$ cat config.mk
export PLATFORM = sky130hd
export DESIGN_NAME = centered_moving_average
export DESIGN_NICKNAME = d
export VERILOG_FILES = /design/src/hw/rtl/cma_pkg.sv /design/src/hw/rtl/cma_window_ram.sv /design/src/hw/rtl/cma_divider.sv /design/src/hw/rtl/centered_moving_average.sv
export SDC_FILE = /design/constraint.sdc
export NUM_CORES = 2
export LEC_CHECK = 0
export BUFFER_PORTS_ARGS = -buffer_cell sky130_fd_sc_hd__buf_2
export CAP_MARGIN = 20
export CORE_ASPECT_RATIO = 0.6
export CORE_UTILIZATION = 29
export DETAILED_ROUTE_END_ITERATION = 10
export PLACE_DENSITY = 0.52
export SETUP_SLACK_MARGIN = 0.02
export SYNTH_ARGS = -nofsm -noshare
export SYNTH_HDL_FRONTEND = slang
export SYNTH_SLANG_ARGS = --single-unit
$ cat constraint.sdc
create_clock -name clock -period 13.71 [get_ports clock]
set_clock_uncertainty 0.15 [all_clocks]
set_input_delay 2.742 -clock clock [delete_from_list [all_inputs] [get_ports clock]]
set_output_delay 2.742 -clock clock [all_outputs]
set_load 0.05 [all_outputs]
$ cat src/hw/rtl/cma_pkg.sv
`timescale 1ns / 1ps
`default_nettype none
// ----------------------------------------------------------------------------
// cma_pkg
// types and fixed widths shared by the centered moving average block
// ----------------------------------------------------------------------------
package cma_pkg;

   // field widths
   localparam int SAMPLE_BITS = 16;
   localparam int LEN_BITS    = 6;
   localparam int SUM_BITS    = 22;
   localparam int FRAC_BITS   = 8;
   localparam int MEAN_BITS   = 24;

   // serial divider sizing
   localparam int DIV_BITS      = SUM_BITS + FRAC_BITS;
   localparam int DIV_STEP_BITS = $clog2(DIV_BITS);

   localparam logic [LEN_BITS-1:0] LEN_MAX = {LEN_BITS{1'b1}};

   // magnitude limits of the mean
   localparam logic [DIV_BITS-1:0] MEAN_POS_LIMIT = DIV_BITS'((2 ** (MEAN_BITS - 1)) - 1);
   localparam logic [DIV_BITS-1:0] MEAN_NEG_LIMIT = DIV_BITS'(2 ** (MEAN_BITS - 1));
   localparam logic [MEAN_BITS-1:0] MEAN_MAX_CODE = {1'b0, {(MEAN_BITS - 1){1'b1}}};
   localparam logic [MEAN_BITS-1:0] MEAN_MIN_CODE = {1'b1, {(MEAN_BITS - 1){1'b0}}};

   typedef struct packed {
      logic signed [SAMPLE_BITS-1:0] sample;
      logic                          end_of_series;
   } cma_req_word_type;

   typedef struct packed {
      logic signed [MEAN_BITS-1:0] mean;
      logic                        last_of_series;
   } cma_rsp_word_type;

   typedef struct packed {
      logic                       start;
      logic signed [SUM_BITS-1:0] sum;
      logic [LEN_BITS-1:0]        count;
   } cma_div_req_type;

   typedef struct packed {
      logic                        busy;
      logic                        done;
      logic signed [MEAN_BITS-1:0] mean;
   } cma_div_rsp_type;

   typedef enum logic [1:0] {
      ST_IDLE,
      ST_READ,
      ST_UPDATE,
      ST_DIVIDE
   } cma_state_type;

endpackage
`default_nettype wire

$ cat src/hw/rtl/cma_window_ram.sv
`timescale 1ns / 1ps
`default_nettype none
// ----------------------------------------------------------------------------
// cma_window_ram
// sample ring storage, one write and one registered read port
// ----------------------------------------------------------------------------
module cma_window_ram
   import cma_pkg::*;
#(
   parameter int DEPTH  = 63,
   parameter int ADDR_W = 6
) (
   input  wire logic                          clock,
   input  wire logic                          rd_en,
   input  wire logic [ADDR_W-1:0]             rd_addr,
   output      logic signed [SAMPLE_BITS-1:0] rd_data,
   input  wire logic                          wr_en,
   input  wire logic [ADDR_W-1:0]             wr_addr,
   input  wire logic signed [SAMPLE_BITS-1:0] wr_data
);

   logic signed [SAMPLE_BITS-1:0] mem [DEPTH];
   logic signed [SAMPLE_BITS-1:0] rd_data_ff;

   always_ff @(posedge clock) begin
      if (wr_en) begin
         mem[wr_addr] <= wr_data;
      end
   end

   always_ff @(posedge clock) begin
      if (rd_en) begin
         rd_data_ff <= mem[rd_addr];
      end
   end

   assign rd_data = rd_data_ff;

endmodule
`default_nettype wire

$ cat src/hw/rtl/cma_divider.sv
`timescale 1ns / 1ps
`default_nettype none
// ----------------------------------------------------------------------------
// cma_divider
// restoring divider, one quotient bit per cycle, signed mean with saturation
// ----------------------------------------------------------------------------
module cma_divider
   import cma_pkg::*;
(
   input  wire logic            clock,
   input  wire logic            reset,
   input  wire cma_div_req_type div_req,
   output      cma_div_rsp_type div_rsp
);

   logic                     busy_ff, busy_in;
   logic                     done_ff, done_in;
   logic [DIV_STEP_BITS-1:0] step_ff, step_in;
   logic [LEN_BITS-1:0]      rem_ff, rem_in;
   logic [LEN_BITS-1:0]      den_ff, den_in;
   logic [DIV_BITS-1:0]      quo_ff, quo_in;
   logic                     neg_ff, neg_in;
   logic                     zero_ff, zero_in;

   logic [LEN_BITS:0]        trial;
   logic                     fits;
   logic signed [DIV_BITS-1:0] scaled;
   logic [DIV_BITS-1:0]      neg_full;

   always_ff @(posedge clock) begin
      if (reset) begin
         busy_ff <= 1'b0;
         done_ff <= 1'b0;
      end else begin
         busy_ff <= busy_in;
         done_ff <= done_in;
      end
   end

   always_ff @(posedge clock) begin
      step_ff <= step_in;
      rem_ff  <= rem_in;
      den_ff  <= den_in;
      quo_ff  <= quo_in;
      neg_ff  <= neg_in;
      zero_ff <= zero_in;
   end

   always_comb begin
      busy_in = busy_ff;
      done_in = done_ff;
      step_in = step_ff;
      rem_in  = rem_ff;
      den_in  = den_ff;
      quo_in  = quo_ff;
      neg_in  = neg_ff;
      zero_in = zero_ff;

      trial  = {rem_ff, quo_ff[DIV_BITS-1]};
      fits   = trial >= {1'b0, den_ff};
      scaled = {div_req.sum, {FRAC_BITS{1'b0}}};

      if (div_req.start) begin
         busy_in = 1'b1;
         done_in = 1'b0;
         step_in = '0;
         rem_in  = '0;
         den_in  = div_req.count;
         neg_in  = div_req.sum[SUM_BITS-1];
         zero_in = div_req.count == '0;
         quo_in  = div_req.sum[SUM_BITS-1] ? (~scaled + 1'b1) : scaled;
      end else if (busy_ff) begin
         rem_in = fits ? LEN_BITS'(trial - {1'b0, den_ff}) : trial[LEN_BITS-1:0];
         quo_in = {quo_ff[DIV_BITS-2:0], fits};
         step_in = step_ff + 1'b1;
         if (step_ff == DIV_STEP_BITS'(DIV_BITS - 1)) begin
            busy_in = 1'b0;
            done_in = 1'b1;
         end
      end
   end

   // sign and clamp the quotient magnitude
   always_comb begin
      neg_full = '0 - quo_ff;
      if (zero_ff) begin
         div_rsp.mean = '0;
      end else if (neg_ff) begin
         div_rsp.mean = (quo_ff > MEAN_NEG_LIMIT) ? MEAN_MIN_CODE : neg_full[MEAN_BITS-1:0];
      end else begin
         div_rsp.mean = (quo_ff > MEAN_POS_LIMIT) ? MEAN_MAX_CODE : quo_ff[MEAN_BITS-1:0];
      end
      div_rsp.busy = busy_ff;
      div_rsp.done = done_ff;
   end

endmodule
`default_nettype wire

$ cat src/hw/rtl/centered_moving_average.sv
`timescale 1ns / 1ps
`default_nettype none
// ----------------------------------------------------------------------------
// centered_moving_average
// boxcar mean centered on the sample h = (length-1)/2 positions back
// ----------------------------------------------------------------------------
// per word: acceptance, then per ring position a ram read and an update/write
// back, plus for a position that yields a mean the serial divider steps and
// the output load; an end of series word adds h flush positions after its own;
// a stalled mean word holds the next load back
// synchronous active high reset clears control, sum, counts, ring position and
// sets the length to 1; the sample ram is not cleared (no sweep, no wait)
// ----------------------------------------------------------------------------
module centered_moving_average
   import cma_pkg::*;
#(
   parameter int WINDOW_MAX = 63
) (
   input  wire logic                clock,
   input  wire logic                reset,
   // sample words
   input  wire logic                req_valid,
   output      logic                req_stall,
   input  wire cma_req_word_type    req_word,
   // mean words
   output      logic                rsp_valid,
   input  wire logic                rsp_stall,
   output      cma_rsp_word_type    rsp_word,
   // window length register
   input  wire logic                csr_wr_en,
   input  wire logic [LEN_BITS-1:0] csr_wr_data
);

   localparam int ADDR_W = (WINDOW_MAX > 1) ? $clog2(WINDOW_MAX) : 1;

   // control and running state
   cma_state_type              state_ff, state_in;
   logic [LEN_BITS-1:0]        cfg_len_ff;
   logic signed [SUM_BITS-1:0] sum_ff, sum_in;
   logic [LEN_BITS-1:0]        cnt_ff, cnt_in;
   logic [LEN_BITS-1:0]        pos_ff, pos_in;
   logic [LEN_BITS-1:0]        seen_ff, seen_in;
   logic [LEN_BITS-1:0]        flush_ff, flush_in;
   logic                       last_ff, last_in;
   logic                       has_ff, has_in;
   logic                       rsp_valid_ff, rsp_valid_in;

   // payload holding
   logic signed [SAMPLE_BITS-1:0] sample_ff, sample_in;
   logic                          final_ff, final_in;
   cma_rsp_word_type              rsp_word_ff, rsp_word_in;

   // effective length and half width
   logic [LEN_BITS-1:0] eff_len;
   logic [LEN_BITS-1:0] half_len;

   // ram port
   logic                          ram_rd_en;
   logic [ADDR_W-1:0]             ram_rd_addr;
   logic signed [SAMPLE_BITS-1:0] ram_rd_data;
   logic                          ram_wr_en;

   // advance arithmetic
   logic [LEN_BITS-1:0]        pos_wrap;
   logic [LEN_BITS-1:0]        pos_step;
   logic                       drop_old;
   logic signed [SUM_BITS-1:0] sum_drop;
   logic signed [SUM_BITS-1:0] sum_add;
   logic [LEN_BITS-1:0]        cnt_drop;
   logic [LEN_BITS-1:0]        cnt_add;
   logic [LEN_BITS-1:0]        seen_next;

   logic finish;
   logic slot_free;
   logic rsp_load;

   cma_div_req_type div_req;
   cma_div_rsp_type div_rsp;

   // zero reads as one, anything past the ram depth is clamped
   always_comb begin
      if (cfg_len_ff == '0) begin
         eff_len = LEN_BITS'(1);
      end else if (int'(cfg_len_ff) > WINDOW_MAX) begin
         eff_len = LEN_BITS'(WINDOW_MAX);
      end else begin
         eff_len = cfg_len_ff;
      end
      half_len = (eff_len - 1'b1) >> 1;
   end

   assign slot_free = !rsp_valid_ff || !rsp_stall;

   always_ff @(posedge clock) begin
      if (reset) begin
         state_ff     <= ST_IDLE;
         cfg_len_ff   <= LEN_BITS'(1);
         sum_ff       <= '0;
         cnt_ff       <= '0;
         pos_ff       <= '0;
         seen_ff      <= '0;
         flush_ff     <= '0;
         last_ff      <= 1'b0;
         has_ff       <= 1'b0;
         rsp_valid_ff <= 1'b0;
      end else begin
         state_ff     <= state_in;
         sum_ff       <= sum_in;
         cnt_ff       <= cnt_in;
         pos_ff       <= pos_in;
         seen_ff      <= seen_in;
         flush_ff     <= flush_in;
         last_ff      <= last_in;
         has_ff       <= has_in;
         rsp_valid_ff <= rsp_valid_in;
         if (csr_wr_en) begin
            cfg_len_ff <= csr_wr_data;
         end
      end
   end

   always_ff @(posedge clock) begin
      sample_ff   <= sample_in;
      final_ff    <= final_in;
      rsp_word_ff <= rsp_word_in;
   end

   // sequencer: one pass through read/update per ring position
   always_comb begin
      state_in  = state_ff;
      sum_in    = sum_ff;
      cnt_in    = cnt_ff;
      pos_in    = pos_ff;
      seen_in   = seen_ff;
      flush_in  = flush_ff;
      last_in   = last_ff;
      has_in    = has_ff;
      sample_in = sample_ff;
      final_in  = final_ff;

      ram_rd_en   = 1'b0;
      ram_wr_en   = 1'b0;
      finish      = 1'b0;
      rsp_load    = 1'b0;

      pos_wrap    = (pos_ff >= eff_len) ? '0 : pos_ff;
      ram_rd_addr = ADDR_W'(pos_wrap);

      // remove the oldest sample once the window is full
      drop_old = (seen_ff >= eff_len) && (cnt_ff != '0);
      sum_drop = drop_old ? (sum_ff - SUM_BITS'(ram_rd_data)) : sum_ff;
      cnt_drop = drop_old ? (cnt_ff - 1'b1) : cnt_ff;
      sum_add  = has_ff ? (sum_drop + SUM_BITS'(sample_ff)) : sum_drop;
      cnt_add  = (has_ff && (cnt_drop != LEN_MAX)) ? (cnt_drop + 1'b1) : cnt_drop;
      pos_step = ((pos_ff + 1'b1) >= eff_len) ? '0 : (pos_ff + 1'b1);
      seen_next = (seen_ff < eff_len) ? (seen_ff + 1'b1) : seen_ff;

      div_req.start = 1'b0;
      div_req.sum   = sum_add;
      div_req.count = cnt_add;

      case (state_ff)
         ST_IDLE: begin
            if (req_valid) begin
               sample_in = req_word.sample;
               last_in   = req_word.end_of_series;
               flush_in  = req_word.end_of_series ? half_len : '0;
               has_in    = 1'b1;
               state_in  = ST_READ;
            end
         end
         ST_READ: begin
            pos_in    = pos_wrap;
            ram_rd_en = 1'b1;
            state_in  = ST_UPDATE;
         end
         ST_UPDATE: begin
            ram_wr_en = has_ff;
            sum_in    = sum_add;
            cnt_in    = cnt_add;
            pos_in    = pos_step;
            seen_in   = seen_next;
            // the final position of an end of series word carries the flag
            final_in  = last_ff && (flush_ff == '0);
            if (seen_next > half_len) begin
               div_req.start = 1'b1;
               state_in      = ST_DIVIDE;
            end else begin
               finish = 1'b1;
            end
         end
         ST_DIVIDE: begin
            if (div_rsp.done && slot_free) begin
               rsp_load = 1'b1;
               finish   = 1'b1;
            end
         end
         default: begin
            state_in = ST_IDLE;
         end
      endcase

      // position done: run a flush position or wind up the word
      if (finish) begin
         if (flush_ff != '0) begin
            flush_in = flush_ff - 1'b1;
            has_in   = 1'b0;
            state_in = ST_READ;
         end else begin
            state_in = ST_IDLE;
            if (last_ff) begin
               sum_in  = '0;
               cnt_in  = '0;
               pos_in  = '0;
               seen_in = '0;
            end
         end
      end
   end

   // output register, free again once the word is taken
   always_comb begin
      rsp_word_in = rsp_word_ff;
      if (rsp_load) begin
         rsp_valid_in               = 1'b1;
         rsp_word_in.mean           = div_rsp.mean;
         rsp_word_in.last_of_series = final_ff;
      end else begin
         rsp_valid_in = rsp_valid_ff && rsp_stall;
      end
   end

   assign req_stall = state_ff != ST_IDLE;
   assign rsp_valid = rsp_valid_ff;
   assign rsp_word  = rsp_word_ff;

   cma_window_ram #(
      .DEPTH  (WINDOW_MAX),
      .ADDR_W (ADDR_W)
   ) u_window_ram (
      .clock   (clock),
      .rd_en   (ram_rd_en),
      .rd_addr (ram_rd_addr),
      .rd_data (ram_rd_data),
      .wr_en   (ram_wr_en),
      .wr_addr (ADDR_W'(pos_ff)),
      .wr_data (sample_ff)
   );

   cma_divider u_divider (
      .clock   (clock),
      .reset   (reset),
      .div_req (div_req),
      .div_rsp (div_rsp)
   );

   // ram data is only used the cycle after its read
   a_update_after_read: assert property (@(posedge clock) disable iff (reset)
      (state_ff == ST_UPDATE) |-> ($past(state_ff) == ST_READ))
      else $error("update without a preceding ram read");

   // ring position addresses an existing ram entry
   a_pos_in_range: assert property (@(posedge clock) disable iff (reset)
      (state_ff == ST_UPDATE) |-> (int'(pos_ff) < WINDOW_MAX))
      else $error("ring position outside the ram");

   // a divide is never started over one still running
   a_div_start_idle: assert property (@(posedge clock) disable iff (reset)
      div_req.start |-> !div_rsp.busy)
      else $error("divider restarted while busy");

   // an accepted word goes straight to the ram read
   a_accept_reads: assert property (@(posedge clock) disable iff (reset)
      (req_valid && !req_stall) |=> (state_ff == ST_READ))
      else $error("accepted word did not start a ram read");

   // the output word is loaded only over a free slot
   a_no_overwrite: assert property (@(posedge clock) disable iff (reset)
      (rsp_load && rsp_valid_ff) |-> !rsp_stall)
      else $error("pending mean word overwritten");

endmodule
`default_nettype wire
After elaboration in Yosys (flattened, before gate mapping)

Memories as Yosys holds them, arrays and structs flattened. A register that Yosys moved wholly into a read port is not among the register bits.
Cells that the tools add are included.

Equality and inequality tests: 7
$lt $le $gt $ge: 8
Muxes and demuxes: 59
Add/subtract/negate cells: 12
Reductions and logical operators: 21
Bitwise logic cells: 1
Shifts and indexed selects: 0
Div/mod/pow operators: 0
Multiply operators: 0

Operators with widths:

| operator                                                                          | number |
|---|---|
| 22-bit 2-to-1 mux                                                                 | 6 |
| 6-bit 2-to-1 mux                                                                  | 22 |
| 30-bit 2-to-1 mux                                                                 | 3 |
| 24-bit 2-to-1 mux                                                                 | 3 |
| 30-bit by 1-bit adder with 30-bit output, second input constant                   | 1 |
| 30-bit by 23-bit greater-than comparator with 1-bit output, second input constant | 1 |
| 30-bit by 24-bit greater-than comparator with 1-bit output, second input constant | 1 |
| 30-bit NOT                                                                        | 1 |
| 1-bit by 24-bit subtractor with 24-bit output, first input constant               | 1 |
| 22-bit by 16-bit adder with 22-bit output                                         | 1 |
| 22-bit by 16-bit subtractor with 22-bit output                                    | 1 |
| 6-bit by 1-bit adder with 6-bit output, second input constant                     | 3 |
| 6-bit >= comparator                                                               | 3 |
| 6-bit zero test                                                                   | 3 |
| 1-bit 2-to-1 mux                                                                  | 18 |
| 6-bit by 1-bit subtractor with 6-bit output, second input constant                | 3 |
| 6-bit one-hot mux with 2 select lines                                             | 1 |
| 6-bit nonzero test                                                                | 2 |
| 7-bit by 6-bit >= comparator with 1-bit output                                    | 1 |
| 6-bit by 5-bit greater-than comparator with 1-bit output                          | 1 |
| 6-bit < comparator                                                                | 1 |
| 2-bit 2-to-1 mux                                                                  | 3 |
| 3-bit inequality test, second input constant                                      | 2 |
| 6-bit inequality test, second input constant                                      | 1 |
| 17 further kinds                                                                  | 25 |

Bits in read-only memories: 0
Bits in registers: 150
Bits in writable memories: 1008
Latch bits: 0
Output and inout bits: 27
Memories: 1

Memory list:

| memory           | depth | bits a word | read ports | clocked after memory_dff | wr ports | RTL line             | text |
|---|---|---|---|---|---|---|---|
| u_window_ram.mem | 63    | 16          | 1          | 1                        | 1        | cma_window_ram.sv:22 | `logic signed [SAMPLE_BITS-1:0] mem [DEPTH];` |

Logic depth before layout (Yosys ltp)

Depth in word-level cells: 12
Depth in mapped cells: 28

Cells and area by module

Synthesis repeated with hierarchy kept, for this count alone.

Cell total of the unflattened synthesis: 3092
Area total of the unflattened synthesis: 50542.2 um^2

Modules (own cells, without submodules):

| module                  | times used | area each (um^2) | cells each |
|---|---|---|---|
| cma_window_ram          | 1          | 39346.5          | 1810 |
| centered_moving_average | 1          | 7552.2           | 880 |
| cma_divider             | 1          | 3643.5           | 402 |

Least setup slack after synthesis

OpenSTA, ideal clock, no wires.

Kind: reg2reg
Start: register cfg_len_ff[2]
End: register u_divider.quo_ff[19] (data pin)
Clock period less this slack: 5.836 ns
Buffers on the path: 4
Data required time: 13.300 ns
Arrival time: 5.427 ns
Cell stages (with the launch flop): 28
Slack: 7.874 ns
Cells stage by stage: dfxtp_1 inv_1 nand4_1 nor2_1 nor2_1 inv_1 ha_1 nand2b_1 a21oi_1 o21ai_1 nand2_1 clkbuf_1 clkbuf_1 clkbuf_1 o21ai_0 ha_1 o211ai_1 o21ai_0 o2111ai_1 a21oi_1 nor4_1 or4_1 a21o_1 nand4_1 clkbuf_1 nand3_1 xnor2_1 mux2_2

Longest elaborated chain between the ends: 11

Ends and longest elaborated chain:

| element                                   | RTL line                       | text |
|---|---|---|
| from (decl)                               | centered_moving_average.sv:38  | `logic [LEN_BITS-1:0] cfg_len_ff;` |
| from (signal assigned)                    | centered_moving_average.sv:117 | `cfg_len_ff <= csr_wr_data;` |
| 6-bit zero test                           | centered_moving_average.sv:82  | `if (cfg_len_ff == '0) begin` |
| 6-bit 2-to-1 mux *                        | centered_moving_average.sv:82  |  |
| 6-bit >= comparator                       | centered_moving_average.sv:150 | `drop_old = (seen_ff >= eff_len) && (cnt_ff != '0);` |
| 1-bit logical AND                         | centered_moving_average.sv:150 |  |
| 22-bit 2-to-1 mux                         | centered_moving_average.sv:151 | `sum_drop = drop_old ? (sum_ff - SUM_BITS'(ram_rd_data)) : sum_ff;` |
| 22-bit by 16-bit adder with 22-bit output | centered_moving_average.sv:153 | `sum_add = has_ff ? (sum_drop + SUM_BITS'(sample_ff)) : sum_drop;` |
| 22-bit 2-to-1 mux                         | centered_moving_average.sv:153 |  |
| 30-bit NOT                                | cma_divider.sv:71              | `quo_in = div_req.sum[SUM_BITS-1] ? (~scaled + 1'b1) : scaled;` |
| 30-bit by 1-bit adder with 30-bit output  | cma_divider.sv:71              |  |
| 30-bit 2-to-1 mux                         | cma_divider.sv:71              |  |
| 30-bit 2-to-1 mux *                       | cma_divider.sv:63              | `if (div_req.start) begin` |
| via u_divider.quo_in[19]                  | cma_divider.sv:21              | `logic [DIV_BITS-1:0] quo_ff, quo_in;` |
| to (signal assigned)                      | cma_divider.sv:44              | `quo_ff <= quo_in;` |
| to (decl)                                 | cma_divider.sv:21              |  |

The timed path passes the listed nets; every way through them passes the cells marked *.
A chain may end at the register's enable or synchronous reset.

==> metrics.log <==
[metrics] count of warnings emitted by yosys: 0
[metrics] Final Util: about a third
[metrics] arrival time at the worst endpoint: about 7.6 ns
[metrics] Horiz. Die Dim: around 540 um
[metrics] layout cells sized above 1: 11.5%
[metrics] most repeated cell in the gate-level netlist after synthesis: sky130_fd_sc_hd__edfxtp_1
[metrics] Met3 Routed Length: 14,700 um
[metrics] post-CTS setup buffer count: 0
[metrics] uppermost layer routed: met5
[metrics] setup repair after global routing missed its margin: false
[metrics] actual slew at the worst max-slew pin: roughly 1.3 ns
[metrics] Clk Tree Root Cell: sky130_fd_sc_hd__clkbuf_16
[metrics] area of the core: 0.170 mm^2
[metrics] CTS clk-pin slew, worst paths: around 0.070 ns
[metrics] die area: 0.174 mm^2
[metrics] count of flip-flops with a built-in enable after synthesis: 1,104
[metrics] initial standard-cell utilization of the core: between 20% and 30%
[metrics] TritonCTS clock tree: built
[metrics] detailed-route wire length: approximately 150,000 um
[metrics] via count of the first global-routing pass: 29,200
[metrics] drt pass-1 iters: 5
[metrics] violation count after the first detailed-routing iteration: ~3,600
[metrics] Met2 Wirelength: roughly 57,000 um
[metrics] syn_area_per_cell: 13.9 um^2
[metrics] result of the run: complete, no violations
[metrics] setup violators final: 0
[metrics] area share of the largest cell type after synthesis: around 66%
[metrics] max_slew headroom: 14.8%
[metrics] commonest cells in the synthesized netlist: sky130_fd_sc_hd__edfxtp_1 (1,104), sky130_fd_sc_hd__nor2_1 (355), sky130_fd_sc_hd__nand2_1 (213), sky130_fd_sc_hd__clkbuf_1 (177), sky130_fd_sc_hd__a21oi_1 (165)
[metrics] buffer levels on the longest clock path: 3
[metrics] total count of max-transition violations in the final report: 0
[metrics] synth top area cells: sky130_fd_sc_hd__edfxtp_1 (66%), sky130_fd_sc_hd__mux2i_1 (3.1%), sky130_fd_sc_hd__dfxtp_1 (2.8%)
[metrics] detailed-route DRC error count: 0
[metrics] global-route congestion overflow total: 0
[metrics] area taken by flip-flops and latches: approximately 0.035 mm^2
[metrics] wl on met1: 71,600 um
[metrics] Hold Crit Depth: 0
[metrics] worst slack after detailed placement: 6.34 ns
[metrics] Post-synth top flop: sky130_fd_sc_hd__edfxtp_1
[metrics] row count: approximately 120
[metrics] total leakage power: 18.3 nW
[metrics] Final Total Pwr: ~9.0 mW
[metrics] die span in y: about 320 um
[metrics] total number of vias: approximately 32,000
[metrics] distinct cell type count of the synthesized netlist: 85
[metrics] critical path startpoint category: register
[metrics] Final Hold Viols: 0
[metrics] post-CTS sizing: 0
[metrics] Crit Path Category: reg2reg
[metrics] area added between synthesis and finish: 14.2%
[metrics] endpoint kind of the worst setup timing path: register
[metrics] initial antenna violation count: 9
[metrics] DR WL/cell: 24.2 um
[metrics] detailed-route vias per instance: about 5.2
[metrics] top cell type by total area after synthesis: sky130_fd_sc_hd__edfxtp_1
[metrics] Crit path required time: about 14 ns
[metrics] HPWL Detailed: 90,700 um
[metrics] wire length of the first global-routing pass: 210,000 um
[metrics] Min-Delay Path Class: reg2reg
[metrics] number of synthesized register bits: around 1,200
[metrics] power per cell area: between 150 and 200 mW/mm^2
[metrics] post-synthesis cell count: about 3,600
[metrics] Port Buf Inserts: 54
[metrics] Async SR Flop Fraction: 0%
[metrics] ratio of final minimum period to clock period: 53.0%
[metrics] global router's overall resource usage: 16.5%
[metrics] CTS H-tree lvls: 3
[metrics] clock insertion delay at the later pin of the skew report: roughly 0.74 ns
[metrics] Syn Nets: ~3,700
[metrics] num ports: 55
[metrics] final critical-path setup slack: 6.45 ns
[metrics] final net count: roughly 3,800
[metrics] number of cells on the worst reg-to-reg path: 24
[metrics] number of max-cap violations: 0
[metrics] number of nets with antenna violations after routing: 0
[metrics] portion of the post-synthesis area used by sequential elements: slightly below 70%
[metrics] last weighted congestion value of the routability-driven placer: between 0.8 and 0.9
[metrics] maximum frequency from static timing analysis: between 100 and 150 MHz
[metrics] netlist area before placement: ~0.05 mm^2
[metrics] largest fanout on the critical path: 14
[metrics] Sum Neg Setup Slack: 0 ns
[metrics] multi-input logic area: between 0.01 and 0.015 mm^2
[metrics] total of fill cells in the finished design: between 15,000 and 20,000
[metrics] IR drop worst, VDD: roughly 0.1 mV
[metrics] count of clock tree sinks: between 1,000 and 1,500
[metrics] largest net degree at the start of global routing: 101
[metrics] number of buffers inserted for hold repair after clock tree synthesis: 0
[metrics] final period demand of the worst path: a little over 7 ns
[metrics] Num CTS Buffers: 109
worst max-delay path, stage by stage, from the launching register on:
cell,delay (ns)
sky130_fd_sc_hd__dfxtp_1,0.37
sky130_fd_sc_hd__inv_1,0.13
sky130_fd_sc_hd__nand4_1,0.13
sky130_fd_sc_hd__nor2_1,0.05
sky130_fd_sc_hd__nor2_1,0.18
sky130_fd_sc_hd__inv_1,0.13
sky130_fd_sc_hd__ha_1,0.28
sky130_fd_sc_hd__nand2b_1,0.14
sky130_fd_sc_hd__a21oi_1,0.25
sky130_fd_sc_hd__o21a_1,0.55
sky130_fd_sc_hd__nor3_1,0.15
sky130_fd_sc_hd__or2_2,0.31
sky130_fd_sc_hd__ha_1,0.38
sky130_fd_sc_hd__o211ai_1,0.11
sky130_fd_sc_hd__o21ai_0,0.66
sky130_fd_sc_hd__o2111ai_1,0.33
sky130_fd_sc_hd__a21oi_1,0.26
sky130_fd_sc_hd__nor4_1,0.09
sky130_fd_sc_hd__or4_1,0.51
sky130_fd_sc_hd__nand3_1,0.13
sky130_fd_sc_hd__nand4_1,0.48
sky130_fd_sc_hd__nand2_1,0.62
sky130_fd_sc_hd__inv_1,0.24
sky130_fd_sc_hd__a21boi_0,0.22
sky130_fd_sc_hd__o31ai_1,0.09
cells in the final DEF (no fill, tap or decap), types with 81 or more instances in the layout:
cell                        count
sky130_fd_sc_hd__buf_4        134
sky130_fd_sc_hd__inv_1         88
sky130_fd_sc_hd__nand2_1      211
sky130_fd_sc_hd__a21oi_1      163
sky130_fd_sc_hd__o21ai_0       81
sky130_fd_sc_hd__ha_1          87
sky130_fd_sc_hd__a211oi_1     135
sky130_fd_sc_hd__edfxtp_1    1104
sky130_fd_sc_hd__o221ai_1     112
sky130_fd_sc_hd__mux2i_1      156
sky130_fd_sc_hd__clkbuf_16    110
sky130_fd_sc_hd__nor2_1       347
worst paths after layout:
check,start,endpoint,slack [ns]
setup / recovery,cfg_len_ff[2]$_SDFFE_PP0P_,u_divider.quo_ff[27]$_DFFE_PP_,6.45
hold / removal,final_ff$_DFFE_PN_,rsp_word[0]$_DFFE_PP_,0.30
setup reg to reg,cfg_len_ff[2]$_SDFFE_PP0P_,u_divider.quo_ff[27]$_DFFE_PP_,6.45
hold reg to reg,final_ff$_DFFE_PN_,rsp_word[0]$_DFFE_PP_,0.30
layer usage:
layer,track usage [%],up-vias
met4,3.59,2
met3,5.70,171
met5,0,-
met1,25.5,16000
li1,-,14300
met2,21.6,1181
power breakdown:
group / internal (mW) / total (mW) / switching (mW) / leakage, nW
Combinational: 0.484 / 1.57 / 1.09 / 6.09
Sequential: 4.21 / 4.30 / 0.0985 / 10.5
Clock: 1.73 / 3.10 / 1.37 / 1.74
Total: 6.42 / 8.98 / 2.56 / 18.3
cell families (layout without fill, tap and decap cells):
logic type / count (synthesis) / count (layout) / share of synthesized area, %
adders and majority gates: 91 / 91 / 2.32
DFF: 1174 / 1174 / 69.1
xor gates and xnor gates: 69 / 69 / 1.21
buffers and inverters: 296 / 488 / 2.26
other: 0 / 3 / 0
muxes: 184 / 184 / 4.11
AOI/OAI and AO/OA: 894 / 894 / 12.8
and+or+nand+nor: 882 / 882 / 8.20
cell type report:
class | instances | area share, %
well taps | 2261 | 4.95
multi-input cells | 2120 | 25.2
clock inverters | 64 | 1.23
diodes | 3 | 0.0131
flip-flops and latches | 1174 | 60.5
clock buffers | 138 | 5.04
repair buffers | 196 | 2.43
inverters | 90 | 0.592
per-stage QoR:
step	cell area [um^2]	hold WS, ns	instances
after CTS	57000	0.305	6036
after floorplan	50000	0.250	3590
after global placement	53400	0.290	5833
after global routing	57100	0.313	6044
after detailed placement	53400	0.296	5834
final	57100	0.296	6046
sequential cells by signal (all words and copies together), names as in the netlist, 6 cells and up:
name                  flops
cfg_len_ff                6
cnt_ff                    6
flush_ff                  6
pos_ff                    6
rsp_word                 25
sample_ff                16
seen_ff                   6
sum_ff                   22
u_divider.den_ff          6
u_divider.quo_ff         30
u_divider.rem_ff          6
u_window_ram.mem       1008
u_window_ram.rd_data     16
No activity file was read; power rests on OpenSTA's default activity.
